<file path="config.mk">
export PLATFORM = sky130hd
export DESIGN_NAME = gpg_div
export DESIGN_NICKNAME = d
export VERILOG_FILES = /design/src/sv/gpg_pkg.sv /design/src/sv/gpg_div.sv
export SDC_FILE = /design/constraint.sdc
export NUM_CORES = 1
export LEC_CHECK = 0
export BUFFER_PORTS_ARGS = -buffer_cell sky130_fd_sc_hd__buf_2
export CAP_MARGIN = 30
export CORE_ASPECT_RATIO = 1.4
export CORE_MARGIN = 2
export CORE_UTILIZATION = 35
export DETAILED_ROUTE_END_ITERATION = 8
export GPL_TIMING_DRIVEN = 0
export SETUP_SLACK_MARGIN = 0.05
export SYNTH_ARGS = -nofsm -noshare
export SYNTH_HDL_FRONTEND = slang
export SYNTH_SLANG_ARGS = --single-unit
</file>
<file path="constraint.sdc">
create_clock -name clk -period 4.8 [get_ports clk]
set_clock_uncertainty 0.1 [all_clocks]
set_input_delay 0.24 -clock clk [delete_from_list [all_inputs] [get_ports clk]]
set_output_delay 0.24 -clock clk [all_outputs]
set_load 0.02 [all_outputs]
</file>
<file path="src/sv/gpg_pkg.sv">
// ----------------------------------------------------------------------------
// gpg_pkg
// shared types, constants and the 0 to 45 degree trig tables of the gradient
// pixel generator
// ----------------------------------------------------------------------------
package gpg_pkg;

    localparam int IMAGE_WIDTH  = 1280;
    localparam int IMAGE_HEIGHT = 720;

    localparam int X_W         = 11;
    localparam int Y_W         = 10;
    localparam int CH_W        = 8;
    localparam int COLOR_W     = 24;
    localparam int ANGLE_W     = 9;
    localparam int CFG_INDEX_W = 2;

    localparam int Q16_W = 17;
    localparam logic [Q16_W-1:0] ONE_Q16  = 17'd65536;
    localparam logic [Q16_W-1:0] HALF_Q16 = 17'd32768;

    // normalize: q0 = (p * RECIP) >> RECIP_SHIFT, then one correction step
    localparam int RECIP_SHIFT = 11;
    localparam int RECIP_W     = 28;
    localparam int DEN_W       = 12;
    localparam int NORM_W      = 27;
    localparam logic [DEN_W-1:0] X_DEN = DEN_W'(IMAGE_WIDTH - 1);
    localparam logic [DEN_W-1:0] Y_DEN = DEN_W'(IMAGE_HEIGHT - 1);
    localparam logic [RECIP_W-1:0] X_RECIP =
        RECIP_W'((64'd1 << (16 + RECIP_SHIFT)) / (IMAGE_WIDTH - 1));
    localparam logic [RECIP_W-1:0] Y_RECIP =
        RECIP_W'((64'd1 << (16 + RECIP_SHIFT)) / (IMAGE_HEIGHT - 1));

    localparam int TRIG_W    = 16;
    localparam int RANGE_W   = 16;
    localparam int OFFSET_W  = 32;
    localparam int NUM_W     = 33;
    localparam int ROOT_W    = 17;
    localparam int TRIG_LAST = 45;

    localparam logic [63:0] PI_Q30 = 64'd3373259426;

    typedef logic [14:0] q15_mag_t;
    typedef q15_mag_t q15_tab_t [0:TRIG_LAST];

    typedef struct packed {
        logic [X_W-1:0] pixel_x;
        logic [Y_W-1:0] pixel_y;
    } pixel_t;

    typedef struct packed {
        logic [CH_W-1:0] red;
        logic [CH_W-1:0] green;
        logic [CH_W-1:0] blue;
    } color_t;

    typedef struct packed {
        logic signed [TRIG_W-1:0] cos_val;
        logic signed [TRIG_W-1:0] sin_val;
        logic [RANGE_W-1:0]       range;
        logic [OFFSET_W-1:0]      offset;
    } trig_t;

    typedef enum logic [CFG_INDEX_W-1:0] {
        CFG_COLOR_START   = 2'd0,
        CFG_COLOR_END     = 2'd1,
        CFG_RADIAL_MODE   = 2'd2,
        CFG_ANGLE_DEGREES = 2'd3
    } cfg_reg_t;

    function automatic longint sin_series(logic [63:0] x);
        logic [63:0] x2;
        logic [63:0] term;
        longint      sum;
        x2   = (x * x) >> 30;
        term = x;
        sum  = longint'(term);
        term = ((term * x2) >> 30) / 64'd6;   sum = sum - longint'(term);
        term = ((term * x2) >> 30) / 64'd20;  sum = sum + longint'(term);
        term = ((term * x2) >> 30) / 64'd42;  sum = sum - longint'(term);
        term = ((term * x2) >> 30) / 64'd72;  sum = sum + longint'(term);
        term = ((term * x2) >> 30) / 64'd110; sum = sum - longint'(term);
        term = ((term * x2) >> 30) / 64'd156; sum = sum + longint'(term);
        term = ((term * x2) >> 30) / 64'd210; sum = sum - longint'(term);
        term = ((term * x2) >> 30) / 64'd272; sum = sum + longint'(term);
        return sum;
    endfunction

    function automatic longint cos_series(logic [63:0] x);
        logic [63:0] x2;
        logic [63:0] term;
        longint      sum;
        x2   = (x * x) >> 30;
        term = 64'd1 << 30;
        sum  = longint'(term);
        term = ((term * x2) >> 30) / 64'd2;   sum = sum - longint'(term);
        term = ((term * x2) >> 30) / 64'd12;  sum = sum + longint'(term);
        term = ((term * x2) >> 30) / 64'd30;  sum = sum - longint'(term);
        term = ((term * x2) >> 30) / 64'd56;  sum = sum + longint'(term);
        term = ((term * x2) >> 30) / 64'd90;  sum = sum - longint'(term);
        term = ((term * x2) >> 30) / 64'd132; sum = sum + longint'(term);
        term = ((term * x2) >> 30) / 64'd182; sum = sum - longint'(term);
        term = ((term * x2) >> 30) / 64'd240; sum = sum + longint'(term);
        return sum;
    endfunction

    function automatic q15_mag_t to_q15(longint v);
        longint      vv;
        logic [63:0] m;
        vv = (v < 0) ? 64'sd0 : v;
        m  = (64'(vv) + 64'd16384) >> 15;
        if (m > 64'd32767)
        begin
            m = 64'd32767;
        end
        return q15_mag_t'(m);
    endfunction

    function automatic q15_tab_t build_tab(logic want_sin);
        q15_tab_t    tab;
        logic [63:0] x;
        for (int a = 0; a <= TRIG_LAST; a++)
        begin
            x      = (64'(a) * PI_Q30 + 64'd90) / 64'd180;
            tab[a] = want_sin ? to_q15(sin_series(x)) : to_q15(cos_series(x));
        end
        return tab;
    endfunction

    localparam q15_tab_t SIN_TAB = build_tab(1'b1);
    localparam q15_tab_t COS_TAB = build_tab(1'b0);

endpackage

</file>
<file path="src/sv/gpg_div.sv">
// ----------------------------------------------------------------------------
// gpg_div
// pipelined restoring divider, one quotient bit per stage
// ----------------------------------------------------------------------------
module gpg_div (
    input  logic                         clk,
    input  logic                         en,
    input  logic [gpg_pkg::NUM_W-1:0]    num,
    input  logic [gpg_pkg::RANGE_W-1:0]  range,
    output logic [gpg_pkg::ROOT_W-1:0]   quot
);

    localparam int STEPS = gpg_pkg::ROOT_W;
    localparam int REM_W = gpg_pkg::RANGE_W;

    logic [REM_W-1:0]            rem_reg [0:STEPS-1];
    logic [gpg_pkg::NUM_W-1:0]   num_reg [0:STEPS-1];
    logic [STEPS-1:0]            q_reg   [0:STEPS-1];

    for (genvar k = 0; k < STEPS; k++)
    begin : g_stage
        logic [REM_W-1:0]          rem_in;
        logic [gpg_pkg::NUM_W-1:0] num_in;
        logic [STEPS-1:0]          q_in;
        logic [REM_W:0]            trial;
        logic                      ge;

        if (k == 0)
        begin : g_first
            assign rem_in = num[gpg_pkg::NUM_W-1 -: REM_W];
            assign num_in = num;
            assign q_in   = '0;
        end
        else
        begin : g_next
            assign rem_in = rem_reg[k-1];
            assign num_in = num_reg[k-1];
            assign q_in   = q_reg[k-1];
        end

        always_comb
        begin
            trial = {rem_in, num_in[STEPS-1-k]};
            ge    = trial >= {1'b0, range};
        end

        always_ff @(posedge clk)
        begin
            if (en)
            begin
                rem_reg[k] <= ge ? REM_W'(trial - {1'b0, range}) : REM_W'(trial);
                num_reg[k] <= num_in;
                q_reg[k]   <= {q_in[STEPS-2:0], ge};
            end
        end
    end

    assign quot = q_reg[STEPS-1];

endmodule

</file>
After elaboration in Yosys (flattened, before gate mapping). Memory sizes are Yosys's and may differ from the RTL's. Index checks and enable logic that the tools add are counted.

$add $sub $neg: 17. $lt $le $gt $ge: 17. Mux-type cells: 19.

Operators with widths (number): 17-bit by 16-bit greater-or-equal comparator with 1-bit output (17); 16-bit two-way mux (17); 16-bit subtractor (17); 1-bit two-way mux (2).

Register bits: 0. Memory bits (writable): 1122. Output and inout bits: 17. Memories kept: 3.

Memory list: num_reg (words 17, bits a word 33, read ports 16, clocked after Yosys merged registers in 0, write ports 17, line gpg_div.sv:17) `logic [gpg_pkg::NUM_W-1:0] num_reg [0:STEPS-1];`; q_reg (words 17, bits a word 17, read ports 17, clocked after Yosys merged registers in 0, write ports 17, line gpg_div.sv:18) `logic [STEPS-1:0] q_reg [0:STEPS-1];`; rem_reg (words 17, bits a word 16, read ports 16, clocked after Yosys merged registers in 0, write ports 17, line gpg_div.sv:16) `logic [REM_W-1:0] rem_reg [0:STEPS-1];`.

Longest topological paths before layout. An unclocked memory read counts as a cell.

Depth in word-level cells: 3. Mapped depth: 12. Depth with buffers taken out: 11.

Worst setup path before layout. Ideal clock, no wire load.

Path kind: input to register. Start: in range[1] (netlist bit). End: mem rem_reg[0][120] (netlist bit) (data pin). Arrival: 3265 ps. Required time: 4440 ps. Setup slack: 1175 ps. Stages: 11. Path through: inv_1 > ha_1 > nor2b_4 > o31a_1 > o211a_1 > a2111oi_4 > a21oi_2 > or3b_4 > a311oi_4 > buf_8 > mux2_4.

RTL lines: start, declared (line gpg_div.sv:9) `input logic [gpg_pkg::RANGE_W-1:0] range,`; end, declared (line gpg_div.sv:16).

==> flow_summary.json <==
{
  "reg2reg_depth": 9,
  "final-setup-viol-count": 0,
  "synth_edf_count": 545,
  "grt_pass1_vias": 20300,
  "drc": 0,
  "initial_core_util_pct": 35.4,
  "relSlewSlack_pct": 40.0,
  "end_kind": "register",
  "grt_max_degree": 123,
  "yosys_warnings": 0,
  "ios": 68,
  "rows": 129,
  "max_freq_mhz": 236,
  "synth_area_per_cell_um2": 12.2,
  "overflow": 0,
  "clockBufferDepth": 3,
  "slew_violations": 0,
  "die_w_um": 257,
  "ys_seq_area_share_pct": 52.3,
  "path_clk_slew_ns": 0.06,
  "die-height_um": 358,
  "cts_tree": "built",
  "synthCells": 2561,
  "synthTopCellsByArea": "edfxtp_1, ha_1, mux2_2, xnor2_1, a21oi_1",
  "cts_buffers": 57,
  "r2r_start": "rem_reg[0][32]$_DFFE_PP_",
  "startpoint": "range[1]",
  "syn-cell-area_um2": 31300,
  "yosysMostFrequentCell": "edfxtp_1",
  "crit_required_ns": 5.04,
  "critPathArrivalTime_ns": 4.48,
  "htreeDepth": 2,
  "vias": 20500,
  "fill_cells": 8484,
  "firstDrtPassIters": 5,
  "crit_fanout": 10,
  "grt_usage_pct": 15.8,
  "regArea_um2": 16400,
  "nets": 3074,
  "vias_per_cell": 5.19,
  "outcome": "completed",
  "drt-total-wl_um": 73400,
  "fin_crit_ns": 4.24,
  "power.density_nw_per_um2": 662,
  "cts_resized": 0,
  "globalplace.congestion": 0.870,
  "io_buffers": 67,
  "fin_crit_sh_pct": 88.3,
  "postRouteAntennaNets": 0,
  "maxCapViolations": 0,
  "synthFlopType": "edfxtp_1",
  "crit_end": "rem_reg[0][58]$_DFFE_PP_",
  "yosys-top-cells-count": "edfxtp_1, ha_1, a21oi_1",
  "ys_seq_elements": 545,
  "synth_top_area_share_pct": 52.3,
  "worst_slew_pin_slew_ns": 0.900,
  "async_reset_ff_share_pct": 0,
  "final_hold_viol_count": 0,
  "dp_slack_ns": -0.183,
  "clockRootBuffer": "clkbuf_16",
  "insertion_delay_ns": 0.66,
  "multi_input_area_um2": 14400,
  "rrSetupSlack_ns": 0.90,
  "startpoint_type": "input pin",
  "drt_iter0_drc": 1311,
  "clock-sinks": 545,
  "setup_ws_ns": 0.562,
  "ys_types": 71,
  "rsz0062_at_grt": "no",
  "antenna_found_initial": 0,
  "postCtsSetupRepairBufs": 0,
  "leakage_uw": 0.0135,
  "r2r-end": "rem_reg[0][58]$_DFFE_PP_",
  "synth_area_leader_cell": "edfxtp_1",
  "wl_per_cell_um": 18.5,
  "grt_pass1_wl_um": 113000,
  "dp_hpwl_um": 50800,
  "drive_gt1_share_pct": 13.7,
  "core_area_um2": 88400,
  "tns_ns": 0,
  "area_growth_pct": 14.4,
  "dieArea_um2": 91900,
  "largest_register_ffs": 256,
  "peakVddDrop_uv": 303,
  "hp-class": "input pin to register",
  "criticalPathCategory": "input pin to register",
  "synth_fp_nets": 2900,
  "antennaDiodeCount": 0
}
per-stage QoR:
| step | hold slack [ns] | area (um2) | cells | power, uW | utilization, % |
|---|---|---|---|---|---|
| floorplan | 0.239 | 31300 | 2561 | 16300 | - |
| global placement | 0.302 | 33100 | 3807 | 18900 | 37.4 |
| detailed placement | 0.305 | 33500 | 3822 | 19000 | 37.9 |
| CTS | 0.123 | 35800 | 3957 | 24000 | 40.5 |
| global route | 0.160 | 35800 | 3957 | 25500 | 40.5 |
| finish | 0.151 | 35800 | 3957 | 23700 | 40.5 |
final cells by class:
class                           count  share of cell area, %
Clock inverter                     40                   1.54
Timing Repair Buffer              115                   2.87
Clock buffer                       62                   4.04
Multi-Input combinational cell   1889                   40.3
Buffer                             36                  0.451
Tap cell                         1179                   4.12
Sequential cell                   545                   45.7
Inverter                           91                  0.954
how the worst min path moves through the flow:
| stage | start | end | cells past startpoint |
|---|---|---|---|
| after floorplan | num[0] | num_reg[0][0]$_DFFE_PP_ | 0 |
| after global placement | num_reg[0][0]$_DFFE_PP_ | num_reg[0][33]$_DFFE_PP_ | 0 |
| after detailed placement | num_reg[0][103]$_DFFE_PP_ | num_reg[0][136]$_DFFE_PP_ | 0 |
| after CTS | num[32] | rem_reg[0][15]$_DFFE_PP_ | 5 |
| after global routing | num[32] | rem_reg[0][15]$_DFFE_PP_ | 5 |
| final | num[32] | rem_reg[0][15]$_DFFE_PP_ | 5 |
cells in the final DEF (no fill, tap or decap), types with 74 or more instances in the layout:
master and count:
xnor2_1 115, a21oi_1 189, inv_1 82, ha_1 272
nand2_1 128, o21ai_0 156, mux2_2 162, nor2_1 187
edfxtp_1 545, buf_2 74
power by group:
part / leakage [uW] / switching, uW / internal, uW / total (uW)
logic: 0.00723 / 5760 / 5180 / 10900
clock network: 0.000972 / 1970 / 2780 / 4750
registers: 0.00532 / 723 / 7290 / 8020
total: 0.0135 / 8450 / 15300 / 23700
cells by family (layout without fill, tap and decap cells):
| family | after synthesis | in the layout | share of synthesized area (%) |
|---|---|---|---|
| multiplexers | 191 | 191 | 6.87 |
| flip-flops | 545 | 545 | 52.3 |
| XOR/XNOR | 170 | 170 | 4.76 |
| AO/OA/AOI/OAI | 656 | 656 | 13.5 |
| buffers and inverters | 127 | 344 | 1.61 |
| AND/OR/NAND/NOR | 584 | 584 | 9.12 |
| adder cells (fa/ha/maj) | 288 | 288 | 11.9 |
layer usage:
metal / GRT usage (%) / routed length [um] / vias up
li1: - / - / 10200
met1: 17.3 / 28600 / 9812
met2: 30.1 / 39100 / 359
met3: 2.27 / 2540 / 157
met4: 6.71 / 3110 / 0
met5: 0 / 0 / -
worst max-delay path, cell delays in order:
cell      delay, ns
buf_2          0.41
inv_1          0.46
buf_16         0.29
ha_1           0.31
nor2b_1        0.14
o31a_1         0.27
o31a_1         0.26
o31ai_1        0.50
o21ai_0        0.19
a211oi_1       0.63
clkbuf_1       0.42
o21ai_0        0.30
timing repair:
| item | CTS | global route |
|---|---|---|
| endpoints found under the setup margin | 0 | 0 |
| hold endpoints to repair | 44 | 0 |
| hold buffers | 33 | 0 |
Power figures use the tool's default switching activity.
