## src/sv/gpg_pkg.sv

```systemverilog
// ----------------------------------------------------------------------------
// gpg_pkg
// shared types, constants and the 0 to 45 degree trig tables of the gradient
// pixel generator
// ----------------------------------------------------------------------------
package gpg_pkg;

    localparam int IMAGE_WIDTH  = 1280;
    localparam int IMAGE_HEIGHT = 720;

    localparam int X_W         = 11;
    localparam int Y_W         = 10;
    localparam int CH_W        = 8;
    localparam int COLOR_W     = 24;
    localparam int ANGLE_W     = 9;
    localparam int CFG_INDEX_W = 2;

    localparam int Q16_W = 17;
    localparam logic [Q16_W-1:0] ONE_Q16  = 17'd65536;
    localparam logic [Q16_W-1:0] HALF_Q16 = 17'd32768;

    // normalize: q0 = (p * RECIP) >> RECIP_SHIFT, then one correction step
    localparam int RECIP_SHIFT = 11;
    localparam int RECIP_W     = 28;
    localparam int DEN_W       = 12;
    localparam int NORM_W      = 27;
    localparam logic [DEN_W-1:0] X_DEN = DEN_W'(IMAGE_WIDTH - 1);
    localparam logic [DEN_W-1:0] Y_DEN = DEN_W'(IMAGE_HEIGHT - 1);
    localparam logic [RECIP_W-1:0] X_RECIP =
        RECIP_W'((64'd1 << (16 + RECIP_SHIFT)) / (IMAGE_WIDTH - 1));
    localparam logic [RECIP_W-1:0] Y_RECIP =
        RECIP_W'((64'd1 << (16 + RECIP_SHIFT)) / (IMAGE_HEIGHT - 1));

    localparam int TRIG_W    = 16;
    localparam int RANGE_W   = 16;
    localparam int OFFSET_W  = 32;
    localparam int NUM_W     = 33;
    localparam int ROOT_W    = 17;
    localparam int TRIG_LAST = 45;

    localparam logic [63:0] PI_Q30 = 64'd3373259426;

    typedef logic [14:0] q15_mag_t;
    typedef q15_mag_t q15_tab_t [0:TRIG_LAST];

    typedef struct packed {
        logic [X_W-1:0] pixel_x;
        logic [Y_W-1:0] pixel_y;
    } pixel_t;

    typedef struct packed {
        logic [CH_W-1:0] red;
        logic [CH_W-1:0] green;
        logic [CH_W-1:0] blue;
    } color_t;

    typedef struct packed {
        logic signed [TRIG_W-1:0] cos_val;
        logic signed [TRIG_W-1:0] sin_val;
        logic [RANGE_W-1:0]       range;
        logic [OFFSET_W-1:0]      offset;
    } trig_t;

    typedef enum logic [CFG_INDEX_W-1:0] {
        CFG_COLOR_START   = 2'd0,
        CFG_COLOR_END     = 2'd1,
        CFG_RADIAL_MODE   = 2'd2,
        CFG_ANGLE_DEGREES = 2'd3
    } cfg_reg_t;

    function automatic longint sin_series(logic [63:0] x);
        logic [63:0] x2;
        logic [63:0] term;
        longint      sum;
        x2   = (x * x) >> 30;
        term = x;
        sum  = longint'(term);
        term = ((term * x2) >> 30) / 64'd6;   sum = sum - longint'(term);
        term = ((term * x2) >> 30) / 64'd20;  sum = sum + longint'(term);
        term = ((term * x2) >> 30) / 64'd42;  sum = sum - longint'(term);
        term = ((term * x2) >> 30) / 64'd72;  sum = sum + longint'(term);
        term = ((term * x2) >> 30) / 64'd110; sum = sum - longint'(term);
        term = ((term * x2) >> 30) / 64'd156; sum = sum + longint'(term);
        term = ((term * x2) >> 30) / 64'd210; sum = sum - longint'(term);
        term = ((term * x2) >> 30) / 64'd272; sum = sum + longint'(term);
        return sum;
    endfunction

    function automatic longint cos_series(logic [63:0] x);
        logic [63:0] x2;
        logic [63:0] term;
        longint      sum;
        x2   = (x * x) >> 30;
        term = 64'd1 << 30;
        sum  = longint'(term);
        term = ((term * x2) >> 30) / 64'd2;   sum = sum - longint'(term);
        term = ((term * x2) >> 30) / 64'd12;  sum = sum + longint'(term);
        term = ((term * x2) >> 30) / 64'd30;  sum = sum - longint'(term);
        term = ((term * x2) >> 30) / 64'd56;  sum = sum + longint'(term);
        term = ((term * x2) >> 30) / 64'd90;  sum = sum - longint'(term);
        term = ((term * x2) >> 30) / 64'd132; sum = sum + longint'(term);
        term = ((term * x2) >> 30) / 64'd182; sum = sum - longint'(term);
        term = ((term * x2) >> 30) / 64'd240; sum = sum + longint'(term);
        return sum;
    endfunction

    function automatic q15_mag_t to_q15(longint v);
        longint      vv;
        logic [63:0] m;
        vv = (v < 0) ? 64'sd0 : v;
        m  = (64'(vv) + 64'd16384) >> 15;
        if (m > 64'd32767)
        begin
            m = 64'd32767;
        end
        return q15_mag_t'(m);
    endfunction

    function automatic q15_tab_t build_tab(logic want_sin);
        q15_tab_t    tab;
        logic [63:0] x;
        for (int a = 0; a <= TRIG_LAST; a++)
        begin
            x      = (64'(a) * PI_Q30 + 64'd90) / 64'd180;
            tab[a] = want_sin ? to_q15(sin_series(x)) : to_q15(cos_series(x));
        end
        return tab;
    endfunction

    localparam q15_tab_t SIN_TAB = build_tab(1'b1);
    localparam q15_tab_t COS_TAB = build_tab(1'b0);

endpackage

```

## src/sv/gpg_norm.sv

```systemverilog
// ----------------------------------------------------------------------------
// gpg_norm
// two-stage normalize of the pixel position to Q1.16 by reciprocal multiply
// ----------------------------------------------------------------------------
module gpg_norm (
    input  logic                      clk,
    input  logic                      en,
    input  gpg_pkg::pixel_t           pixel,
    output logic [gpg_pkg::Q16_W-1:0] nx,
    output logic [gpg_pkg::Q16_W-1:0] ny
);

    localparam int PX_W = gpg_pkg::X_W + gpg_pkg::RECIP_W;
    localparam int PY_W = gpg_pkg::Y_W + gpg_pkg::RECIP_W;

    logic [PX_W-1:0]              px_prod;
    logic [PY_W-1:0]              py_prod;
    logic [gpg_pkg::NORM_W-1:0]   qx0_reg;
    logic [gpg_pkg::NORM_W-1:0]   qy0_reg;
    logic [gpg_pkg::X_W-1:0]      x_reg;
    logic [gpg_pkg::Y_W-1:0]      y_reg;
    logic [gpg_pkg::NORM_W-1:0]   rx;
    logic [gpg_pkg::NORM_W-1:0]   ry;
    logic [gpg_pkg::NORM_W-1:0]   qx;
    logic [gpg_pkg::NORM_W-1:0]   qy;
    logic [gpg_pkg::Q16_W-1:0]    nx_next;
    logic [gpg_pkg::Q16_W-1:0]    ny_next;
    logic [gpg_pkg::Q16_W-1:0]    nx_reg;
    logic [gpg_pkg::Q16_W-1:0]    ny_reg;

    assign px_prod = PX_W'(pixel.pixel_x) * PX_W'(gpg_pkg::X_RECIP);
    assign py_prod = PY_W'(pixel.pixel_y) * PY_W'(gpg_pkg::Y_RECIP);

    always_ff @(posedge clk)
    begin
        if (en)
        begin
            qx0_reg <= gpg_pkg::NORM_W'(px_prod >> gpg_pkg::RECIP_SHIFT);
            qy0_reg <= gpg_pkg::NORM_W'(py_prod >> gpg_pkg::RECIP_SHIFT);
            x_reg   <= pixel.pixel_x;
            y_reg   <= pixel.pixel_y;
        end
    end

    // one correction step, the estimate is never more than one low
    always_comb
    begin
        rx = gpg_pkg::NORM_W'({x_reg, 16'h0000})
           - gpg_pkg::NORM_W'(qx0_reg * gpg_pkg::NORM_W'(gpg_pkg::X_DEN));
        ry = gpg_pkg::NORM_W'({y_reg, 16'h0000})
           - gpg_pkg::NORM_W'(qy0_reg * gpg_pkg::NORM_W'(gpg_pkg::Y_DEN));
        qx = (rx >= gpg_pkg::NORM_W'(gpg_pkg::X_DEN)) ? qx0_reg + 1'b1 : qx0_reg;
        qy = (ry >= gpg_pkg::NORM_W'(gpg_pkg::Y_DEN)) ? qy0_reg + 1'b1 : qy0_reg;
        nx_next = (qx > gpg_pkg::NORM_W'(gpg_pkg::ONE_Q16)) ? gpg_pkg::ONE_Q16
                                                             : gpg_pkg::Q16_W'(qx);
        ny_next = (qy > gpg_pkg::NORM_W'(gpg_pkg::ONE_Q16)) ? gpg_pkg::ONE_Q16
                                                             : gpg_pkg::Q16_W'(qy);
    end

    always_ff @(posedge clk)
    begin
        if (en)
        begin
            nx_reg <= nx_next;
            ny_reg <= ny_next;
        end
    end

    assign nx = nx_reg;
    assign ny = ny_reg;

endmodule

```

## config.mk

```make
export PLATFORM = sky130hd
export DESIGN_NAME = gpg_norm
export DESIGN_NICKNAME = d
export VERILOG_FILES = /design/src/sv/gpg_pkg.sv /design/src/sv/gpg_norm.sv
export SDC_FILE = /design/constraint.sdc
export NUM_CORES = 1
export LEC_CHECK = 0
export BUFFER_PORTS_ARGS = -buffer_cell sky130_fd_sc_hd__buf_2
export CORE_UTILIZATION = 55
export DETAILED_ROUTE_END_ITERATION = 6
export GPL_TIMING_DRIVEN = 0
export PLACE_DENSITY = 0.81
export SYNTH_ARGS = -nofsm -noshare
export SYNTH_HDL_FRONTEND = slang
export SYNTH_SLANG_ARGS = --single-unit
```

## constraint.sdc

```tcl
create_clock -name clk -period 6.3 [get_ports clk]
set_input_delay 0.315 -clock clk [delete_from_list [all_inputs] [get_ports clk]]
set_output_delay 0.315 -clock clk [all_outputs]
set_load 0.01 [all_outputs]
```

Yosys cells after proc, flatten, opt, wreduce, memory -nomap -nowiden
Index checks and enable logic that the tools add are counted.

storage, ports and cells
  flip-flop bits (word level) = 89
  input bits = 23
  output and inout bits = 34
  logic and storage cells = 20

cells by class
  order comparisons = 4
  multipliers = 4
  mux-type cells = 2
  $add $sub $neg = 4

operators by type and width
  kind                                                                                    number
  17-bit by 1-bit adder with 18-bit output (second input constant)                        2
  18-bit by 17-bit greater-than comparator with 1-bit output (second input constant)      2
  18-bit two-way mux                                                                      2
  11-bit by 17-bit multiplier with 28-bit output (second input constant)                  1
  27-bit by 10-bit greater-or-equal comparator with 1-bit output (second input constant)  1
  27-bit by 11-bit greater-or-equal comparator with 1-bit output (second input constant)  1
  17-bit by 10-bit multiplier with 27-bit output (second input constant)                  1
  17-bit by 11-bit multiplier with 27-bit output (second input constant)                  1
  26-bit by 27-bit subtractor with 27-bit output                                          1
  27-bit subtractor                                                                       1
  10-bit by 14-bit multiplier with 24-bit output (second input constant)                  1

Longest topological paths before layout
  word-level depth = 5
  mapped depth = 26
  mapped depth without buffers = 23

Worst setup path after synthesis
Ideal clock, no wire load.

  path type = reg-to-reg
  start = register qx0_reg[0] (netlist bit)
  end = register nx_reg (netlist bit nx[0]) (data pin)
  required time = 6.164 ns
  arrival = 6.583 ns
  clock period less this slack = 6.719 ns
  slack = -0.419 ns
  library setup time = 0.136 ns
  cell stages (with the launch flop) = 24
  buffers on the path = 3
  path through = edfxtp_1 > clkbuf_1 > inv_1 > fa_1 > xor2_1 > ha_1 > a21o_1 > fa_1 > fa_1 > fa_1 > ha_1 > buf_4 > a21o_1 > a31o_2 > a31oi_2 > o31a_1 > mux2_4 > nor4_2 > or4b_4 > or4_1 > a32oi_1 > a31oi_1 > buf_6 > nor2_2

between the ends
  word-level cells in the longest chain between the ends = 5
  elaborated cells between the ends (all ways) = 6
  classes of those cells = add/sub: 2; mul: 1; order compare: 2; mux: 1

ends and longest elaborated chain
  item                                                            line            RTL
  start, declared                                                 gpg_norm.sv:18  logic [gpg_pkg::NORM_W-1:0] qx0_reg;
  start signal, assigned                                          gpg_norm.sv:38  qx0_reg <= gpg_pkg::NORM_W'(px_prod >> gpg_pkg::RECIP_SHIFT);
  17-bit by 11-bit multiplier with 27-bit output                  gpg_norm.sv:49  - gpg_pkg::NORM_W'(qx0_reg * gpg_pkg::NORM_W'(gpg_pkg::X_DEN));
  27-bit subtractor                                               gpg_norm.sv:49
  27-bit by 11-bit greater-or-equal comparator with 1-bit output  gpg_norm.sv:52  qx = (rx >= gpg_pkg::NORM_W'(gpg_pkg::X_DEN)) ? qx0_reg + 1'b1 : qx0_reg;
  18-bit two-way mux (*)                                          gpg_norm.sv:52
  18-bit by 17-bit greater-than comparator with 1-bit output      gpg_norm.sv:54  nx_next = (qx > gpg_pkg::NORM_W'(gpg_pkg::ONE_Q16)) ? gpg_pkg::ONE_Q16
  end signal, assigned                                            gpg_norm.sv:64  nx_reg <= nx_next;
  end, declared                                                   gpg_norm.sv:28  logic [gpg_pkg::Q16_W-1:0] nx_reg;

Mark *: on every way between the ends. The rest lies on a longest branch, timed or not.
A chain may end at the register's enable or synchronous reset.

Worst setup path after layout
  start = register qx0_reg[12] (netlist bit)
  end = register nx_reg (netlist bit nx[4]) (data pin)

Same word-level chain as after synthesis.

==> flow_summary.json <==
{
  "failed_checks": "setup timing",
  "hold_viol": 0,
  "rrSetupSlack_ns": -0.56,
  "period_share_pct": 109,
  "drtPass1Iterations": 7,
  "coreArea_um2": 34500,
  "gr-total-overflow": 0,
  "cts_buffer_depth": 2,
  "drv_cap": 0,
  "yosysMostFrequentCell": "inv_1",
  "die_h_um": 189,
  "clock_sinks": 89,
  "fp.dieW_um": 189,
  "dp_hpwl_mm": 36.0,
  "vias": 15400,
  "clock_skew_ns": 0.0144,
  "postSynth.asyncResetShare_pct": 0,
  "ys.warnings.count": 0,
  "fill_cells": 2413,
  "final_antenna_net_count": 0,
  "synth_cell_types": 77,
  "cp_data_arrival_time_ns": 7.07,
  "wl_per_cell_um": 19.4,
  "clkTransAtPathRegs_ns": 0.07,
  "synthXorXnorAreaFrac_pct": 4.46,
  "drtIter0Drc": 1298,
  "grt_pass1_wl_mm": 79.2,
  "synth_top_area_share_pct": 28.1,
  "htreeDepth": 3,
  "status": "complete, but fails checks",
  "antenna_found_initial": 0,
  "pre_cts_ws_ns": -1.31,
  "cp-end-kind": "register",
  "hp-class": "in2reg",
  "yosysSeqAreaShare_pct": 13.9,
  "syn_inst": 1979,
  "num_antenna_cells": 0,
  "final_core_util_pct": 65.9,
  "crit_type": "reg2reg",
  "post-route-drc-count": 0,
  "synth-main-ff-cell": "edfxtp_1",
  "max_freq_mhz": 146,
  "areaGrowthSynthToFinish_pct": 17.9,
  "hold_buffers": 0,
  "rows": 68,
  "start_util_pct": 55.9,
  "path_max_fanout": 10,
  "worstPathRequired_ns": 6.51,
  "synth-simple-area-share_pct": 9.73,
  "grt_pass1_vias": 15900,
  "clk_latency_ns": 0.37,
  "worstSetupStartpointType": "register",
  "fin_tns_setup_ns": -8.21,
  "min_period_ns": 6.86,
  "grtUsageTotal_pct": 27.8,
  "grt_max_degree": 55,
  "wl_mm": 51.3,
  "fin_ws_ns": -0.563,
  "grt_setup_unrepaired": "true",
  "synth_mux_area_share_pct": 0.721,
  "die_area_um2": 35800,
  "slew_headroom_pct": 52.8,
  "synth_edf_count": 89,
  "synth_top_family_by_area": "adder cells",
  "tightest_slew_ns": 0.702,
  "drv_slew": 0,
  "synthTopCellsByCount": "inv_1, ha_1, fa_1",
  "ios": 57,
  "tritoncts": "done",
  "syn_area_um2": 19300,
  "synth_nets": 2646,
  "numCtsBuffers": 9,
  "numPortBuffers": 56,
  "synthAdderAreaFrac_pct": 52.4,
  "via_per_inst": 5.84,
  "yosysTopAreaCell": "fa_1",
  "ys_top_cells_by_area": "fa_1, ha_1, edfxtp_1, inv_1, xnor2_1",
  "finalSetupViolCount": 17,
  "gp_congestion": 0.935,
  "ctsRootBufferMaster": "clkbuf_16",
  "avgSynthCellArea_um2": 9.73,
  "final_layout_size_suffix_gt1_share_pct": 18.8,
  "synth_compound_area_share_pct": 9.02,
  "final_nets": 2852,
  "ys_ff_latch": 89
}
-- logic make-up (layout without fill, tap and decap cells) --
group,after synthesis,count (layout)
adders and majority gates,644,644
AOI/OAI and AO/OA,263,263
buffers and inverters,500,711
and+or+nand+nor,372,372
xor gates and xnor gates,98,98
muxes,13,13
DFF,89,89
-- worst max-delay path: stages, from the launching register on --
cell and delay [ns]:
edfxtp_1 0.57, fa_1 0.65, inv_1 0.08, fa_1 0.53
fa_1 0.46, fa_1 0.57, fa_1 0.47, ha_4 0.31
buf_4 0.17, nor2_1 0.09, mux2_2 0.31, a21oi_1 0.13
o2111ai_1 0.14, nor4_2 0.35, nand4b_1 0.20, or4_4 0.48
or4_4 0.50, a32oi_2 0.23, a31oi_4 0.17, buf_6 0.16
a21oi_2 0.12
-- cell type report --
class | count | area [um2] | share of cell area, %
multi-input combinational | 1390 | 15700 | 69.0
sequential | 89 | 2670 | 11.8
inverter | 467 | 1800 | 7.92
timing repair buffer | 215 | 1620 | 7.16
tap | 455 | 569 | 2.51
clock buffer | 9 | 225 | 0.992
buffer | 13 | 96.3 | 0.424
clock inverter | 7 | 45.0 | 0.198
-- what timing repair did --
action                     4_1_cts  5_1_grt
pin swaps                       52       68
gates resized for setup        131      107
setup endpoints to repair       39       37
cloned                           1        1
setup buffers                  103       54
-- through the flow --
stage,hold slack (ns),cells,cell area [um2]
global route,0.232,2645,22700
CTS,0.233,2595,21800
finish,0.233,2645,22700
detailed placement,0.597,2491,20200
global placement,0.585,2490,20200
floorplan,0.414,1979,19300
-- cells in the final DEF, fill, tap and decap left out, drive strengths merged, types with 16 or more instances in the layout --
cell | Yosys | final
xor2 | 19 | 19
nand4 | 17 | 17
xnor2 | 79 | 79
inv | 467 | 465
nor2b | 16 | 16
o21a | 17 | 17
nor2 | 119 | 119
fa | 270 | 270
o21ai | 54 | 54
nand3 | 38 | 38
a21oi | 70 | 70
ha | 374 | 374
edfxtp | 89 | 89
a21o | 25 | 25
nor3 | 34 | 34
buf | 4 | 220
clkbuf | 29 | 17
nand2 | 69 | 69
-- path summary, 6_finish.rpt --
kind | from | endpoint | cells after the start
worst max-delay path | qx0_reg[12] | nx[4] | 20
worst min-delay path | pixel[5] | y_reg[5] | 1
worst max register to register | qx0_reg[12] | nx[4] | 20
worst min register to register | qy0_reg[1] | ny[1] | 3
-- layer usage --
layer | wire length (um) | vias to the layer above | global-route usage, %
met3 | 3940 | 191 | 4.08
li1 | - | 6889 | -
met1 | 20300 | 7595 | 36.6
met2 | 25000 | 769 | 47.6
met5 | 0 | - | 0
met4 | 2040 | 0 | 7.91
Power is left out: the tool's default activity adds up to more than one toggle a clock period on the data nets, which glitch-free logic cannot reach.
