--- src/sv/gpg_pkg.sv ---
// ----------------------------------------------------------------------------
// gpg_pkg
// shared types, constants and the 0 to 45 degree trig tables of the gradient
// pixel generator
// ----------------------------------------------------------------------------
package gpg_pkg;

    localparam int IMAGE_WIDTH  = 1280;
    localparam int IMAGE_HEIGHT = 720;

    localparam int X_W         = 11;
    localparam int Y_W         = 10;
    localparam int CH_W        = 8;
    localparam int COLOR_W     = 24;
    localparam int ANGLE_W     = 9;
    localparam int CFG_INDEX_W = 2;

    localparam int Q16_W = 17;
    localparam logic [Q16_W-1:0] ONE_Q16  = 17'd65536;
    localparam logic [Q16_W-1:0] HALF_Q16 = 17'd32768;

    // normalize: q0 = (p * RECIP) >> RECIP_SHIFT, then one correction step
    localparam int RECIP_SHIFT = 11;
    localparam int RECIP_W     = 28;
    localparam int DEN_W       = 12;
    localparam int NORM_W      = 27;
    localparam logic [DEN_W-1:0] X_DEN = DEN_W'(IMAGE_WIDTH - 1);
    localparam logic [DEN_W-1:0] Y_DEN = DEN_W'(IMAGE_HEIGHT - 1);
    localparam logic [RECIP_W-1:0] X_RECIP =
        RECIP_W'((64'd1 << (16 + RECIP_SHIFT)) / (IMAGE_WIDTH - 1));
    localparam logic [RECIP_W-1:0] Y_RECIP =
        RECIP_W'((64'd1 << (16 + RECIP_SHIFT)) / (IMAGE_HEIGHT - 1));

    localparam int TRIG_W    = 16;
    localparam int RANGE_W   = 16;
    localparam int OFFSET_W  = 32;
    localparam int NUM_W     = 33;
    localparam int ROOT_W    = 17;
    localparam int TRIG_LAST = 45;

    localparam logic [63:0] PI_Q30 = 64'd3373259426;

    typedef logic [14:0] q15_mag_t;
    typedef q15_mag_t q15_tab_t [0:TRIG_LAST];

    typedef struct packed {
        logic [X_W-1:0] pixel_x;
        logic [Y_W-1:0] pixel_y;
    } pixel_t;

    typedef struct packed {
        logic [CH_W-1:0] red;
        logic [CH_W-1:0] green;
        logic [CH_W-1:0] blue;
    } color_t;

    typedef struct packed {
        logic signed [TRIG_W-1:0] cos_val;
        logic signed [TRIG_W-1:0] sin_val;
        logic [RANGE_W-1:0]       range;
        logic [OFFSET_W-1:0]      offset;
    } trig_t;

    typedef enum logic [CFG_INDEX_W-1:0] {
        CFG_COLOR_START   = 2'd0,
        CFG_COLOR_END     = 2'd1,
        CFG_RADIAL_MODE   = 2'd2,
        CFG_ANGLE_DEGREES = 2'd3
    } cfg_reg_t;

    function automatic longint sin_series(logic [63:0] x);
        logic [63:0] x2;
        logic [63:0] term;
        longint      sum;
        x2   = (x * x) >> 30;
        term = x;
        sum  = longint'(term);
        term = ((term * x2) >> 30) / 64'd6;   sum = sum - longint'(term);
        term = ((term * x2) >> 30) / 64'd20;  sum = sum + longint'(term);
        term = ((term * x2) >> 30) / 64'd42;  sum = sum - longint'(term);
        term = ((term * x2) >> 30) / 64'd72;  sum = sum + longint'(term);
        term = ((term * x2) >> 30) / 64'd110; sum = sum - longint'(term);
        term = ((term * x2) >> 30) / 64'd156; sum = sum + longint'(term);
        term = ((term * x2) >> 30) / 64'd210; sum = sum - longint'(term);
        term = ((term * x2) >> 30) / 64'd272; sum = sum + longint'(term);
        return sum;
    endfunction

    function automatic longint cos_series(logic [63:0] x);
        logic [63:0] x2;
        logic [63:0] term;
        longint      sum;
        x2   = (x * x) >> 30;
        term = 64'd1 << 30;
        sum  = longint'(term);
        term = ((term * x2) >> 30) / 64'd2;   sum = sum - longint'(term);
        term = ((term * x2) >> 30) / 64'd12;  sum = sum + longint'(term);
        term = ((term * x2) >> 30) / 64'd30;  sum = sum - longint'(term);
        term = ((term * x2) >> 30) / 64'd56;  sum = sum + longint'(term);
        term = ((term * x2) >> 30) / 64'd90;  sum = sum - longint'(term);
        term = ((term * x2) >> 30) / 64'd132; sum = sum + longint'(term);
        term = ((term * x2) >> 30) / 64'd182; sum = sum - longint'(term);
        term = ((term * x2) >> 30) / 64'd240; sum = sum + longint'(term);
        return sum;
    endfunction

    function automatic q15_mag_t to_q15(longint v);
        longint      vv;
        logic [63:0] m;
        vv = (v < 0) ? 64'sd0 : v;
        m  = (64'(vv) + 64'd16384) >> 15;
        if (m > 64'd32767)
        begin
            m = 64'd32767;
        end
        return q15_mag_t'(m);
    endfunction

    function automatic q15_tab_t build_tab(logic want_sin);
        q15_tab_t    tab;
        logic [63:0] x;
        for (int a = 0; a <= TRIG_LAST; a++)
        begin
            x      = (64'(a) * PI_Q30 + 64'd90) / 64'd180;
            tab[a] = want_sin ? to_q15(sin_series(x)) : to_q15(cos_series(x));
        end
        return tab;
    endfunction

    localparam q15_tab_t SIN_TAB = build_tab(1'b1);
    localparam q15_tab_t COS_TAB = build_tab(1'b0);

endpackage

--- src/sv/gpg_sqrt.sv ---
// ----------------------------------------------------------------------------
// gpg_sqrt
// pipelined digit-by-digit integer square root, one root bit per stage
// ----------------------------------------------------------------------------
module gpg_sqrt (
    input  logic                        clk,
    input  logic                        en,
    input  logic [gpg_pkg::NUM_W-1:0]   value,
    output logic [gpg_pkg::ROOT_W-1:0]  root
);

    localparam int STEPS = gpg_pkg::ROOT_W;
    localparam int VAL_W = 2 * STEPS;
    localparam int REM_W = STEPS + 2;
    localparam int TRY_W = REM_W + 2;

    logic [REM_W-1:0] rem_reg  [0:STEPS-1];
    logic [VAL_W-1:0] val_reg  [0:STEPS-1];
    logic [STEPS-1:0] root_reg [0:STEPS-1];

    for (genvar k = 0; k < STEPS; k++)
    begin : g_stage
        logic [REM_W-1:0] rem_in;
        logic [VAL_W-1:0] val_in;
        logic [STEPS-1:0] root_in;
        logic [TRY_W-1:0] acc;
        logic [TRY_W-1:0] trial;
        logic             ge;

        if (k == 0)
        begin : g_first
            assign rem_in  = '0;
            assign val_in  = VAL_W'(value);
            assign root_in = '0;
        end
        else
        begin : g_next
            assign rem_in  = rem_reg[k-1];
            assign val_in  = val_reg[k-1];
            assign root_in = root_reg[k-1];
        end

        always_comb
        begin
            acc   = {rem_in, val_in[2*(STEPS-1-k)+1 -: 2]};
            trial = TRY_W'({root_in, 2'b01});
            ge    = acc >= trial;
        end

        always_ff @(posedge clk)
        begin
            if (en)
            begin
                rem_reg[k]  <= ge ? REM_W'(acc - trial) : REM_W'(acc);
                val_reg[k]  <= val_in;
                root_reg[k] <= {root_in[STEPS-2:0], ge};
            end
        end
    end

    assign root = root_reg[STEPS-1];

endmodule

--- config.mk ---
export PLATFORM = sky130hd
export DESIGN_NAME = gpg_sqrt
export DESIGN_NICKNAME = d
export VERILOG_FILES = /design/src/sv/gpg_pkg.sv /design/src/sv/gpg_sqrt.sv
export SDC_FILE = /design/constraint.sdc
export NUM_CORES = 1
export LEC_CHECK = 0
export ABC_AREA = 1
export BUFFER_PORTS_ARGS = -buffer_cell sky130_fd_sc_hd__buf_2
export CORE_MARGIN = 3
export CORE_UTILIZATION = 62
export CTS_CLUSTER_SIZE = 14
export DETAILED_ROUTE_END_ITERATION = 7
export PLACE_DENSITY_LB_ADDON = 0.2
export SYNTH_ARGS = -nofsm -noshare
export SYNTH_HDL_FRONTEND = slang
export SYNTH_SLANG_ARGS = --single-unit
--- constraint.sdc ---
create_clock -name clk -period 4.76 [get_ports clk]
set_clock_uncertainty 0.1 [all_clocks]
set_input_delay 0 -clock clk [delete_from_list [all_inputs] [get_ports clk]]
set_output_delay 0 -clock clk [all_outputs]
set_load 0.1 [all_outputs]
After elaboration in Yosys (flattened, before gate mapping):

Memories as Yosys holds them, arrays and structs flattened.
Cells that the tools add are included.

* memories kept: 3
* register bits after elaboration: 0
* logic and storage cells: 56
* bits in writable memories: 1190

Memory list
* val_reg: depth 17, bits a word 34, rd ports 16, clocked after Yosys merged registers in 0, wr ports 17, RTL line gpg_sqrt.sv:18 `logic [VAL_W-1:0] val_reg [0:STEPS-1];`
* rem_reg: depth 17, bits a word 19, rd ports 16, clocked after Yosys merged registers in 0, wr ports 17, RTL line gpg_sqrt.sv:17 `logic [REM_W-1:0] rem_reg [0:STEPS-1];`
* root_reg: depth 17, bits a word 17, rd ports 17, clocked after Yosys merged registers in 0, wr ports 17, RTL line gpg_sqrt.sv:19 `logic [STEPS-1:0] root_reg [0:STEPS-1];`

* $add $sub $neg: 17
* $lt $le $gt $ge: 17
* muxes and demuxes: 19

Operators with widths (number)
* $ge A21 B19 Y1: 16
* $mux W19: 17
* $sub A19 B19 Y19: 16
* $mux W1: 2
* $sub A1 B1 Y2 const B: 1
* $ge A1 B1 Y1 const B: 1

Depth between registers and ports, before layout:

Gate-level depths: netlist of the first run.
An unclocked memory read counts as a cell.

* depth in word-level cells: 3
* gate-level depth with buffers: 14

Worst setup path after synthesis of the first run:

Ideal clock, no wire load.

* kind: flip-flop to flip-flop
* start point: memory rem_reg[0][195] (netlist name)
* end point: memory rem_reg[0][212] (netlist name) (data pin)
* setup slack: 2.744 ns
* setup time: 0.257 ns
* buffers on the path: 1
* data required time: 4.403 ns
* clock period less this slack: 2.016 ns
* cell stages (with the launch flop): 11
* data arrival time: 1.659 ns
* cell sequence: edfxtp_1 ha_1 nand2_2 inv_2 a21oi_2 nor2_1 nor2_4 nand2_2 nor2_8 buf_8 o21ai_2

RTL lines (RTL line)
* start, declared: gpg_sqrt.sv:17

==> impl_metrics.yaml, run 1 <==
floorplanning:
  die_h_um: 252
  die_w_um: 252
  dieArea_sq_um: 63300
  num_rows: 89
  core_sq_um: 59400
  ios: 52
  start_util_pct: 63.0
clock_network:
  clk_latency_ns: 0.62
  cts_tree: "yes"
  path_clk_slew_ns: 0.06
  cts_max_path_buffers: 3
  cts-root-buf: "clkbuf_16"
  cts_buffers: 75
  htreeDepth: 3
  post_cts_buffers: 0
  clock_sinks: 703
run_status:
  status: "completed"
min_path:
  min_path_cells: 2
  holdPathEnd: "val_reg[0][19]$_DFFE_PP_"
  min_from: "value[19]"
  hold_class: "in -> reg"
worst_setup_path:
  crit_chain: "ha_1 > o21ai_0 > nand2_1 > nand2_1 > nand2_1 > inv_1 > nand2_1 > nor2_1 > inv_1 > o21ai_0 > inv_1"
  crit_top_cell: "nand2_1"
  crit_path_max_fanout: 12
  r2r-start: "rem_reg[0][38]$_DFFE_PP_"
  reg2reg_to: "rem_reg[0][63]$_DFFE_PP_"
  critPathRequiredTime_ns: 5.02
  path_class: "reg -> reg"
  start_kind: "register"
  max_stage_delay_ns: 0.55
  rr_worst_depth: 11
  crit_arrival_ns: 3.08
  critical_path.startpoint: "rem_reg[0][38]$_DFFE_PP_"
  end_kind: "register"
  slowest_stage: "nor2_1"
  rrSetupSlack_ns: 1.94
grt:
  gr-total-overflow: 0
  grt_pass1_vias: 25700
  antenna_found_initial: 1
  track_usage_pct: 25.5
  grt_pass1_wl_um: 129000
  grt_max_degree: 114
layout:
  multi_input_area_sq_um: 13500
  antennaDiodeCount: 0
  layout.area.seq_sq_um: 21100
  area_delta_synth_final_pct: 10.9
  fin_nets: 4392
  largest_register_ffs: 287
  final_util_pct: 69.8
  fillers: 4542
  drive_above_1_share_pct: 8.03
yosys:
  synth-edff-count: 703
  synth_ff_type: "edfxtp_1"
  ys_warn_count: 0
  synthMostInstantiatedCell: "nand2_1"
  yosys-top-cells-count: "nand2_1, edfxtp_1, inv_1, nor2_1, nand3_1"
  syn_avg_cell_area_sq_um: 9.31
  yosysTopAreaCell: "edfxtp_1"
  synth.area.top_cells: "edfxtp_1, nand2_1, inv_1"
  syn-cell-area_sq_um: 37400
  ys_ff_latch: 703
  synth_top_area_share_pct: 56.5
  synth_fp_nets: 4221
  yosysUniqueCellTypes: 51
  async_reset_ff_share_pct: 0
  synth-seq-area-share_pct: 56.5
  syn_inst: 4016
sta:
  finalHoldViolations: 0
  fin_crit_sh_pct: 59.2
  worst_pin_slew_ns: 0.902
  setup-tns-final_ns: 0
  rsz0062_at_grt: "no"
  slew_viol_final: 0
  setup_violations: 0
  holdWs_ns: 0.00907
  period_needed_ns: 2.82
  slew_headroom_pct: 39.9
  fmax_mhz: 355
power:
  power_leakage_uw: 0.0188
  power_density_nw_per_um2: 405
  ir_drop_uv: 352
drt:
  antenna_left: 0
  wl_um: 80000
  viasPerCell: 5.29
  routedWlPerCell_um: 15.9
  dr.pass1.iters: 6
  drc: 0
  drtIter0Drc: 2018
  vias: 26500
job:
  cap_violations: 0
placement:
  port_buffers: 51
  routabilityCongestion: 0.934
  place_hpwl_um: 58000
-- area by class of cell --
| class | count | share of cell area, % |
|---|---|---|
| clock inverter | 45 | 0.957 |
| inverter | 659 | 5.97 |
| tap | 773 | 2.33 |
| multi-input combinational | 2628 | 32.6 |
| timing repair buffer | 120 | 2.40 |
| clock buffer | 89 | 4.76 |
| sequential | 703 | 50.9 |
-- metrics by stage --
step	instance area, sq um	setup WS [ns]	power, uW	std cells
final	41400	1.94	16800	5017
after global routing	41400	1.62	17600	5017
after CTS	41400	1.94	16900	5017
after detailed placement	38500	1.97	11200	4823
after global placement	38500	2.07	11100	4823
after floorplan	37400	2.74	10200	4016
-- critical path: cells and delay by family (launching register included) --
kind | cells | cell delay [ns]
AND/OR/NAND/NOR | 5 | 0.91
AO/OA/AOI/OAI | 2 | 0.27
flip-flops | 1 | 0.38
adder cells (fa/ha/maj) | 1 | 0.37
buffers and inverters | 3 | 0.51
-- worst max path at each step --
stage / cells past startpoint / end
after floorplan: 10 / rem_reg[0][212]$_DFFE_PP_
after detailed placement: 11 / rem_reg[0][63]$_DFFE_PP_
after global placement: 11 / rem_reg[0][63]$_DFFE_PP_
final: 11 / rem_reg[0][63]$_DFFE_PP_
after global routing: 11 / rem_reg[0][63]$_DFFE_PP_
after CTS: 11 / rem_reg[0][63]$_DFFE_PP_
-- logic make-up after synthesis --
| group | after synthesis | share of synthesized area (%) |
|---|---|---|
| compound gates | 293 | 4.49 |
| xor+xnor | 115 | 2.69 |
| fa+ha+maj | 170 | 5.69 |
| buf+inv | 685 | 7.34 |
| flops | 703 | 56.5 |
| other cells | 1 | 0.0100 |
| simple gates | 2049 | 23.3 |
-- power breakdown --
part | internal, uW | leakage (uW) | switching (uW)
clock network | 3250 | 0.00116 | 2380
logic | 1070 | 0.0109 | 2060
registers | 7590 | 0.00674 | 426
total | 11900 | 0.0188 | 4870
-- metal layers --
metal	GRT usage [%]	wire length, um	vias to the layer above
li1	-	-	13400
met1	32.6	33500	12200
met2	45.0	39900	706
met3	3.23	3700	188
met4	9.33	2890	2
met5	0	13	-
-- what timing repair did --
| action | CTS | global route |
|---|---|---|
| endpoints found under the hold margin | 137 | 0 |
| gates resized for setup | 0 | 0 |
| hold buffers | 60 | 0 |
-- cells in the final DEF, fill, tap and decap left out, types with 60 or more instances in the layout --
cell type	n
edfxtp_1	703
inv_1	636
xor2_1	83
dlygate4sd3_1	60
nand3_1	223
clkbuf_16	77
o21ai_0	97
a21oi_1	131
nor2_1	338
nand2_1	1257
ha_1	170
No activity file was read; power rests on OpenSTA's default activity.
==> run 2: changes to the inputs <==
--- a/config.mk
+++ b/config.mk
@@ -5,10 +5,10 @@
 export SDC_FILE = /design/constraint.sdc
 export NUM_CORES = 1
 export LEC_CHECK = 0
-export ABC_AREA = 1
+export ABC_AREA = 0
 export BUFFER_PORTS_ARGS = -buffer_cell sky130_fd_sc_hd__buf_2
 export CORE_MARGIN = 3
-export CORE_UTILIZATION = 62
+export CORE_UTILIZATION = 57
 export CTS_CLUSTER_SIZE = 14
 export DETAILED_ROUTE_END_ITERATION = 7
 export PLACE_DENSITY_LB_ADDON = 0.2
==> constraint.sdc (replaced) <==
create_clock -name clk -period 2.34 [get_ports clk]
set_clock_uncertainty 0.1 [all_clocks]
set_input_delay 0 -clock clk [delete_from_list [all_inputs] [get_ports clk]]
set_output_delay 0 -clock clk [all_outputs]
set_load 0.1 [all_outputs]
==> run 2 against run 1 <==
Compared with the run above:
- the flow now finishes with violations (setup timing)
- sequential power grew 100%
- flip-flop and latch count is the same
- total power rose by 130%
- critical path type unchanged
- global-route usage increased by 2.9 points
- highest routed layer is now met4
==> impl_metrics.yaml, run 2 <==
floorplanning:
  start_util_pct: 58.0
  die_h_um: 246
  ios: 52
  num_rows: 87
  core_sq_um: 56700
  die_w_um: 246
  dieArea_sq_um: 60700
drt:
  drtIter0Drc: 2239
  drc: 0
  routedWlPerCell_um: 23.9
  viasPerCell: 5.98
  wl_um: 102000
  antenna_left: 0
  vias: 25600
  dr.pass1.iters: 6
grt:
  gr-total-overflow: 0
  grt_max_degree: 75
  track_usage_pct: 28.5
  grt_pass1_wl_um: 136000
  antenna_found_initial: 0
  grt_pass1_vias: 25200
yosys:
  synth_top_area_share_pct: 64.1
  async_reset_ff_share_pct: 0
  yosys-top-cells-count: "edfxtp_1, inv_1, ha_1, nor2_1, a21oi_1"
  synth-seq-area-share_pct: 64.1
  synthMostInstantiatedCell: "edfxtp_1"
  ys_warn_count: 0
  syn-cell-area_sq_um: 32900
  syn_inst: 2489
  synth.area.top_cells: "edfxtp_1, ha_1, xnor2_1"
  synth_fp_nets: 2694
  ys_ff_latch: 703
  yosysUniqueCellTypes: 84
  synth_ff_type: "edfxtp_1"
  synth-edff-count: 703
  yosysTopAreaCell: "edfxtp_1"
  syn_avg_cell_area_sq_um: 13.2
sta:
  setup_violations: 264
  fmax_mhz: 355
  period_needed_ns: 2.82
  fin_crit_sh_pct: 120
  finalHoldViolations: 0
  rsz0062_at_grt: "yes"
  slew_headroom_pct: 44.0
  slew_viol_final: 0
  worst_pin_slew_ns: 0.836
  fin_ws_ns: -0.477
min_path:
  hold_class: "in -> reg"
  holdPathEnd: "val_reg[0][37]$_DFFE_PP_"
  min_path_cells: 2
  min_from: "en"
layout:
  layout.cells.non_filler: 4277
  final_cell_mix: "edfxtp_1, buf_4, inv_1"
  largest_register_ffs: 287
  drive_above_1_share_pct: 46.5
  final_common_cell: "edfxtp_1"
  area_delta_synth_final_pct: 48.2
  fin_nets: 3673
  antennaDiodeCount: 0
  fillers: 2386
run_status:
  violations: "setup timing"
  status: "complete, but fails checks"
clock_network:
  cts-root-buf: "clkbuf_16"
  clock_sinks: 703
  htreeDepth: 3
  path_clk_slew_ns: 0.07
  clk_latency_ns: 0.66
  cts_tree: "yes"
  cts_max_path_buffers: 3
  cts_buffers: 75
worst_setup_path:
  slowest_stage: "edfxtp_1"
  rr_worst_depth: 8
  end_kind: "register"
  rrSetupSlack_ns: -0.48
  crit_chain: "ha_2 > buf_4 > o21a_1 > o22a_1 > o211ai_1 > a31o_2 > nand3_4 > mux2_4"
  start_kind: "register"
  reg2reg_to: "rem_reg[0][269]$_DFFE_PP_"
  max_stage_delay_ns: 0.45
  crit_path_max_fanout: 8
  r2r-start: "rem_reg[0][248]$_DFFE_PP_"
  critPathRequiredTime_ns: 2.63
  path_class: "reg -> reg"
  crit_arrival_ns: 3.11
job:
  cap_violations: 0
power:
  combPwrFrac_pct: 26.0
  seq_power_share_pct: 43.0
  power.switching_uw: 11200
  power_leakage_uw: 0.0192
  p_sw_share_pct: 29.4
  power_density_nw_per_um2: 784
  ir_drop_uv: 1190
  power.share.clock_pct: 31.0
  power.internal_uw: 27000
  total_power_uw: 38200
placement:
  routabilityCongestion: 0.916
  place_inst: 3835
  port_buffers: 51
  place_hpwl_um: 51200
[run 2: final cells by class]
class | instances | area [sq um] | share of cell area [%]
sequential | 703 | 21100 | 43.3
multi-input combinational | 1535 | 15500 | 31.8
timing repair buffer | 937 | 7960 | 16.3
clock buffer | 90 | 1930 | 3.96
tap | 756 | 946 | 1.94
inverter | 215 | 833 | 1.71
clock inverter | 40 | 469 | 0.962
timing repair inverter | 1 | 16.3 | 0.0334
[run 2: cell families after synthesis]
family / synth area share (%)
flip-flops: 64.1
AND/OR/NAND/NOR: 9.70
AO/OA/AOI/OAI: 9.41
buffers and inverters: 2.93
XOR/XNOR: 5.48
adder cells (fa/ha/maj): 6.46
multiplexers: 1.86
other: 0.0114
[run 2: power by group through the flow]
| stage | Sequential [uW] | Combinational, uW | Clock [uW] |
|---|---|---|---|
| 3_5_place_dp | 16500 | 7020 | 0 |
| 6_report | 16400 | 9940 | 11900 |
| 4_1_cts | 16300 | 8290 | 11700 |
| 2_1_floorplan | 16400 | 3920 | 0 |
| 5_1_grt | 16500 | 10600 | 12400 |
| 3_3_place_gp | 16500 | 6820 | 0 |
[run 2: worst max-delay path by stage]
stage | startpoint | end | slack [ns]
2_1_floorplan | rem_reg[0][272]$_DFFE_PP_ | rem_reg[0][299]$_DFFE_PP_ | -0.31
3_3_place_gp | root_reg[0][221]$_DFFE_PP_ | rem_reg[0][266]$_DFFE_PP_ | -0.33
3_5_place_dp | rem_reg[0][133]$_DFFE_PP_ | rem_reg[0][169]$_DFFE_PP_ | -0.43
4_1_cts | rem_reg[0][247]$_DFFE_PP_ | rem_reg[0][269]$_DFFE_PP_ | -0.40
5_1_grt | root_reg[0][225]$_DFFE_PP_ | rem_reg[0][272]$_DFFE_PP_ | -0.53
6_report | rem_reg[0][248]$_DFFE_PP_ | rem_reg[0][269]$_DFFE_PP_ | -0.48
[run 2: repair_timing]
action                     4_1_cts  5_1_grt
buffers inserted               116      138
hold endpoints to repair       413        0
setup endpoints to repair      258      280
gates resized for setup        439      478
hold buffers                    67        0
gates cloned                     8        5
pin swaps                      157      207
[run 2: routing by layer]
metal / routed length (um) / track usage [%] / up-vias / part of all wire, %
li1: - / - / 11300 / -
met5: 0 / 0 / - / 0
met4: 4940 / 11.5 / 0 / 4.8
met3: 5790 / 4.26 / 350 / 5.7
met2: 54000 / 51.0 / 1230 / 53
met1: 37600 / 34.6 / 12700 / 37
[run 2: stage by stage]
step	util, %	setup slack, ns	instance area, sq um	hold WS (ns)	TNS [ns]
after detailed placement	69.0	-0.435	39100	0.0781	-40.69
after global routing	86.0	-0.532	48800	0.281	-59.97
after CTS	80.2	-0.400	45500	0.261	-22.27
after floorplan	-	-0.315	33700	-0.00113	-9.86
final	86.0	-0.477	48800	0.287	-45.35
after global placement	69.0	-0.327	39100	0.0760	-31.11
[run 2: critical path, delay by kind of cell (launching register included)]
family | cells | cell delay [ns]
buffers and inverters | 1 | 0.16
and+or+nand+nor | 1 | 0.19
adders and majority gates | 1 | 0.25
muxes | 1 | 0.36
AOI/OAI and AO/OA | 4 | 1.06
DFF | 1 | 0.45
